$ cat config.mk
export PLATFORM = sky130hd
export DESIGN_NAME = ndsc_cell
export DESIGN_NICKNAME = d
export VERILOG_FILES = /design/src/hdl/ndsc_pkg.sv /design/src/hdl/ndsc_cell.sv
export SDC_FILE = /design/constraint.sdc
export NUM_CORES = 2
export LEC_CHECK = 0
export BUFFER_PORTS_ARGS = -buffer_cell sky130_fd_sc_hd__clkbuf_2
export CAP_MARGIN = 20
export CORE_ASPECT_RATIO = 0.6
export CORE_MARGIN = 3
export CORE_UTILIZATION = 69
export DETAILED_ROUTE_END_ITERATION = 7
export PLACE_DENSITY = 0.95
export SLEW_MARGIN = 40
export SYNTH_ARGS = -nofsm -noshare
export SYNTH_HDL_FRONTEND = slang
export SYNTH_SLANG_ARGS = --single-unit
export TNS_END_PERCENT = 20
$ cat constraint.sdc
create_clock -name clk -period 18.2 [get_ports clk]
set_clock_uncertainty 0.2 [all_clocks]
set_input_delay 3.64 -clock clk [delete_from_list [all_inputs] [get_ports clk]]
set_output_delay 3.64 -clock clk [all_outputs]
set_load 0.02 [all_outputs]
$ cat src/hdl/ndsc_pkg.sv
`timescale 1ns / 1ps
// shared types, codes and constants for the strided copy address generator
package ndsc_pkg;

  // default sizes
  localparam int MAX_DIMS_DEF   = 8;
  localparam int ADDR_WIDTH_DEF = 32;

  // field widths
  localparam int CMD_W   = 2;
  localparam int SEL_W   = 3;
  localparam int FIRST_W = 16;
  localparam int STEP_W  = 32;
  localparam int EXT_W   = 16;
  localparam int OFF_W   = 32;
  localparam int STAT_W  = 2;
  localparam int CFG_W   = 4;

  // (first + position) is one bit wider than first, times the stride
  localparam int PROD_W = FIRST_W + 1 + STEP_W;

  // command codes
  localparam logic [CMD_W-1:0] CMD_LOAD  = 2'd0;
  localparam logic [CMD_W-1:0] CMD_START = 2'd1;
  localparam logic [CMD_W-1:0] CMD_NEXT  = 2'd2;

  // status codes
  localparam logic [STAT_W-1:0] ST_OK    = 2'd0;
  localparam logic [STAT_W-1:0] ST_EMPTY = 2'd1;
  localparam logic [STAT_W-1:0] ST_SAT   = 2'd2;

  // one command transfer
  typedef struct packed {
    logic [CMD_W-1:0]   cmd;
    logic [SEL_W-1:0]   dim_sel;
    logic [FIRST_W-1:0] src_first;
    logic [STEP_W-1:0]  src_step;
    logic [FIRST_W-1:0] dst_first;
    logic [STEP_W-1:0]  dst_step;
    logic [EXT_W-1:0]   extent;
  } cmd_item_t;

  // one offset pair transfer
  typedef struct packed {
    logic [OFF_W-1:0]  src_addr;
    logic [OFF_W-1:0]  dst_addr;
    logic              last;
    logic [STAT_W-1:0] status;
  } ofs_item_t;

  // per-dimension descriptor
  typedef struct packed {
    logic [FIRST_W-1:0] src_first;
    logic [STEP_W-1:0]  src_step;
    logic [FIRST_W-1:0] dst_first;
    logic [STEP_W-1:0]  dst_step;
    logic [EXT_W-1:0]   extent;
  } desc_t;

  // controls broadcast to every cell
  typedef struct packed {
    logic start;   // clear positions
    logic step;    // advance the odometer by one
  } cell_ctl_t;

endpackage

$ cat src/hdl/ndsc_cell.sv
`timescale 1ns / 1ps
// one dimension cell: descriptor, position, product and partial-sum stage
module ndsc_cell #(
  parameter int SUM_W = ndsc_pkg::PROD_W + 3
) (
  input  logic                  clk,
  input  logic                  rst,
  input  logic                  active,
  input  logic                  load,
  input  ndsc_pkg::desc_t       desc,
  input  ndsc_pkg::cell_ctl_t   ctl,
  input  logic                  carry_in,
  output logic                  carry_out,
  input  logic [SUM_W-1:0]      src_acc_in,
  input  logic [SUM_W-1:0]      dst_acc_in,
  output logic [SUM_W-1:0]      src_acc_out,
  output logic [SUM_W-1:0]      dst_acc_out,
  output logic                  empty
);

  ndsc_pkg::desc_t                  dsc;
  logic [ndsc_pkg::EXT_W-1:0]       pos;
  logic [ndsc_pkg::PROD_W-1:0]      src_prod;
  logic [ndsc_pkg::PROD_W-1:0]      dst_prod;
  logic [ndsc_pkg::EXT_W:0]         pos_inc;
  logic                             at_end;
  logic [ndsc_pkg::FIRST_W:0]       src_idx;
  logic [ndsc_pkg::FIRST_W:0]       dst_idx;

  // descriptor store
  always_ff @(posedge clk) begin
    if (load) begin
      dsc <= desc;
    end
  end

  // dimension finished when the next position would leave the extent
  assign pos_inc = {1'b0, pos} + {{ndsc_pkg::EXT_W{1'b0}}, 1'b1};
  assign at_end  = !active || (pos_inc >= {1'b0, dsc.extent});
  assign empty   = active && (dsc.extent == '0);

  // odometer digit: the carry comes from the faster dimension
  always_ff @(posedge clk) begin
    if (rst) begin
      pos <= '0;
    end else if (ctl.start) begin
      pos <= '0;
    end else if (ctl.step && active && carry_in) begin
      pos <= at_end ? '0 : pos_inc[ndsc_pkg::EXT_W-1:0];
    end
  end

  // carry chain toward the slower dimensions
  always_ff @(posedge clk) begin
    carry_out <= at_end && carry_in;
  end

  // element index along this dimension
  assign src_idx = {1'b0, dsc.src_first} + {1'b0, pos};
  assign dst_idx = {1'b0, dsc.dst_first} + {1'b0, pos};

  // product terms, one multiply each
  always_ff @(posedge clk) begin
    src_prod <= ndsc_pkg::PROD_W'(src_idx) * ndsc_pkg::PROD_W'(dsc.src_step);
    dst_prod <= ndsc_pkg::PROD_W'(dst_idx) * ndsc_pkg::PROD_W'(dsc.dst_step);
  end

  // partial sums ripple to the next cell
  always_ff @(posedge clk) begin
    src_acc_out <= src_acc_in + (active ? SUM_W'(src_prod) : '0);
    dst_acc_out <= dst_acc_in + (active ? SUM_W'(dst_prod) : '0);
  end

endmodule

==> summary.txt <==
Die
  • Site Rows: 76
  • Initial Util: 0.7012
  • Die Wd: 355.9 um
  • Area of the core: 72270 um2
  • Die area: 76840 um2
  • # IOs: 329
  • Chip height: 215.9 um

Clocking
  • Cts bufs inserted: 36
  • CTS clk-pin slew, worst paths: 60 ps
  • # resized after CTS: 0
  • H-tree Lvls: 2
  • Clock Path Buffers: 3
  • Post-CTS setup buffer count: 0
  • CTS Sinks: 331
  • CTS Hold Bufs: 0
  • Clk_lat worst skew: 600 ps
  • CTS Root Buffer Type: clkbuf_16
  • CTS tree: built

Cells and area
  • Final core utilization: 0.7558
  • Layout cell share with drive strength beyond 1: 0.08676
  • FILL cells: 4752
  • Final nets: 7371
  • Area grow syn2layout: 7.779%

Yosys
  • Synth top area share: 0.3563
  • Seq/Total Area, Yosys: 0.1529
  • Synth area leader: fa_1
  • Post-Syn Area: 50680 um2
  • Synth Net Count: 7178
  • Post-synth cell types: 88
  • Synth top area cells: fa_1 36%, ha_1 9.7%, inv_1 9.2%
  • Synth Warn #: 0
  • Number of synthesized flops with an enable pin: 112
  • Post-synthesis cell count: 5660
  • FF+latch count, synth: 331
  • Main flop type after synthesis: dfxtp_1
  • Asr flop ratio synth: 0
  • Mean Syn Cell Area: 8.954 um2

Critical path
  • CP arrival: 10150 ps
  • Reg2reg end: src_prod[43]
  • R2R Setup Slk: 8340 ps
  • Critical path's most frequent cell: fa_1
  • CP peak stage delay: 560 ps
  • Crit Path Class: register to register
  • CP Capture Type: register
  • R2R depth: 35
  • CP startpoint kind: register
  • RR Startpoint: pos[0]
  • WP data required: 18490 ps
  • CP max-delay cell: fa_1
  • CP max FO: 32

Drt
  • Post-route ant nets: 0
  • First-pass DRT Iterations: 8
  • Drt wl/cell: 22.06 um
  • Detailed Route WL: 151300 um
  • Routed vias: 41460
  • Via density per instance: 6.048
  • Residual DRC count: 4
  • DR iter-0 viols: 5541

Timing
  • Fin crit period: 9861 ps
  • Setup-failing EPs final: 0
  • Crit share post-route: 0.5418
  • RSZ-0062 raised after global routing: false
  • Worst Hold Margin: 363.6 ps
  • Final Max Tran Viols: 0
  • Setup TNS: 0 ps
  • Worst Slack Setup Final: 8339 ps
  • Max Freq: 101.4 MHz
  • Hold Vio Cnt, Final: 0
  • Max-slew headroom: 0.3219
  • Worst-Margin Slew: 1017 ps

Hold path
  • Min-delay src: dst_prod[0]
  • Hold crit path type: register to register
  • Hold Path Cell Cnt: 2
  • Worst Hold End: dst_acc_out[0]

GRT
  • Total gr overflow: 0
  • Vias in the first global route: 43680
  • First-pass GRT wire length: 237600 um
  • Initial antenna violation count: 9
  • GR Util All Layers: 0.3991
  • Largest net degree at the start of global routing: 80

Place
  • Buffers on Ports: 328
  • DPL Wire Length: 117900 um
  • Place WS: 8518 ps
  • Final GP Congestion: 1.010

Run
  • Number of max-cap violations: 0

Outcome
  • Violated checks: DRC
  • Status: complete, but fails checks
## sequential cells by signal, indices dropped and copies added, names as in the netlist
signal,flops
pos,16
dst_prod,49
src_prod,49
src_acc_out,52
dst_acc_out,52
carry_out,1
dsc,112
## kinds of logic (layout without fill, tap and decap cells)
family / after synthesis / count (layout) / synth area share
buffers and inverters: 1471 / 1689 / 0.1091
adder cells (fa/ha/maj): 1295 / 1295 / 0.4533
multiplexers: 2 / 2 / 0.0003950
flip-flops: 331 / 331 / 0.1529
AO/OA/AOI/OAI: 687 / 687 / 0.09125
XOR/XNOR: 222 / 222 / 0.03837
AND/OR/NAND/NOR: 1652 / 1652 / 0.1547
other: 0 / 3 / 0
## through the flow
stage	area, um2	std cells
finish	54620	6856
global route	54620	6855
CTS	54390	6836
detailed placement	53280	6773
global placement	53230	6770
floorplan	50680	5660
## cells in the mapped netlist, types with 28 or more instances
| master | count |
|---|---|
| nor2b_1 | 29 |
| nand3_1 | 42 |
| clkbuf_1 | 226 |
| xnor2_1 | 151 |
| o21bai_1 | 28 |
| nand2b_1 | 71 |
| and2_1 | 400 |
| nand4_1 | 32 |
| a21oi_1 | 209 |
| dfxtp_1 | 219 |
| nor2_1 | 114 |
| xor2_1 | 71 |
| o21ai_0 | 84 |
| nor3_1 | 28 |
| a21o_1 | 160 |
| inv_1 | 1238 |
| nand2_1 | 870 |
| edfxtp_1 | 112 |
| ha_1 | 393 |
| fa_1 | 902 |
## cell usage in the layout (no fill, tap or decap), types with 13 or more instances in the layout
cell / count
nand2b_1: 71
buf_4: 40
a21oi_1: 209
buf_6: 14
o21ai_1: 17
o21ai_0: 84
nor2_1: 110
ha_1: 393
o21a_1: 27
nor3_1: 27
a21o_1: 160
a211oi_1: 13
nor2b_1: 29
clkbuf_2: 326
fa_1: 902
xnor2_1: 130
edfxtp_1: 112
xnor2_2: 16
nand2_1: 870
o21bai_1: 28
a31oi_1: 20
xor2_1: 69
and2_1: 400
nand3_1: 42
nand4_1: 32
and3_1: 22
dfxtp_1: 219
clkbuf_16: 37
inv_1: 1238
## how the worst max path moves through the flow
| stage | start | to | slack (ps) | cells past startpoint |
|---|---|---|---|---|
| after floorplan | active | empty | 9510 | 3 |
| after global routing | pos[0] | dst_prod[31] | 7890 | 36 |
| after CTS | pos[0] | dst_prod[46] | 8520 | 33 |
| final | pos[0] | src_prod[43] | 8340 | 35 |
| after detailed placement | pos[0] | dst_prod[46] | 8520 | 33 |
| after global placement | pos[0] | dst_prod[43] | 8750 | 35 |
## cell type report
class                      instances  area (um2)  share of cell area
multi-input combinational       3858       37670              0.6897
sequential                       331        7747              0.1418
inverter                        1238        4647             0.08508
timing repair buffer             388        2212             0.04050
tap                              975        1220             0.02233
clock buffer                      47       993.5             0.01819
clock inverter                    16       121.4            0.002222
antenna                            3       7.507           0.0001374
## critical path, delay by kind of cell (launching register included)
kind	cells	cell delay, ps
compound gates	14	3060
xor+xnor	1	150
fa+ha+maj	9	3980
buf+inv	4	610
flops	1	470
simple gates	7	1280
## routing by layer
layer,vias up,GRT usage,part of all wire
met5,-,0.01563,0.0025
met4,14,0.1328,0.038
li1,17630,-,-
met2,3489,0.5437,0.39
met3,594,0.1931,0.18
met1,19740,0.5568,0.38
Power is not shown: default switching activity piles up to over one toggle a cycle in this logic, so the estimate is an artifact.
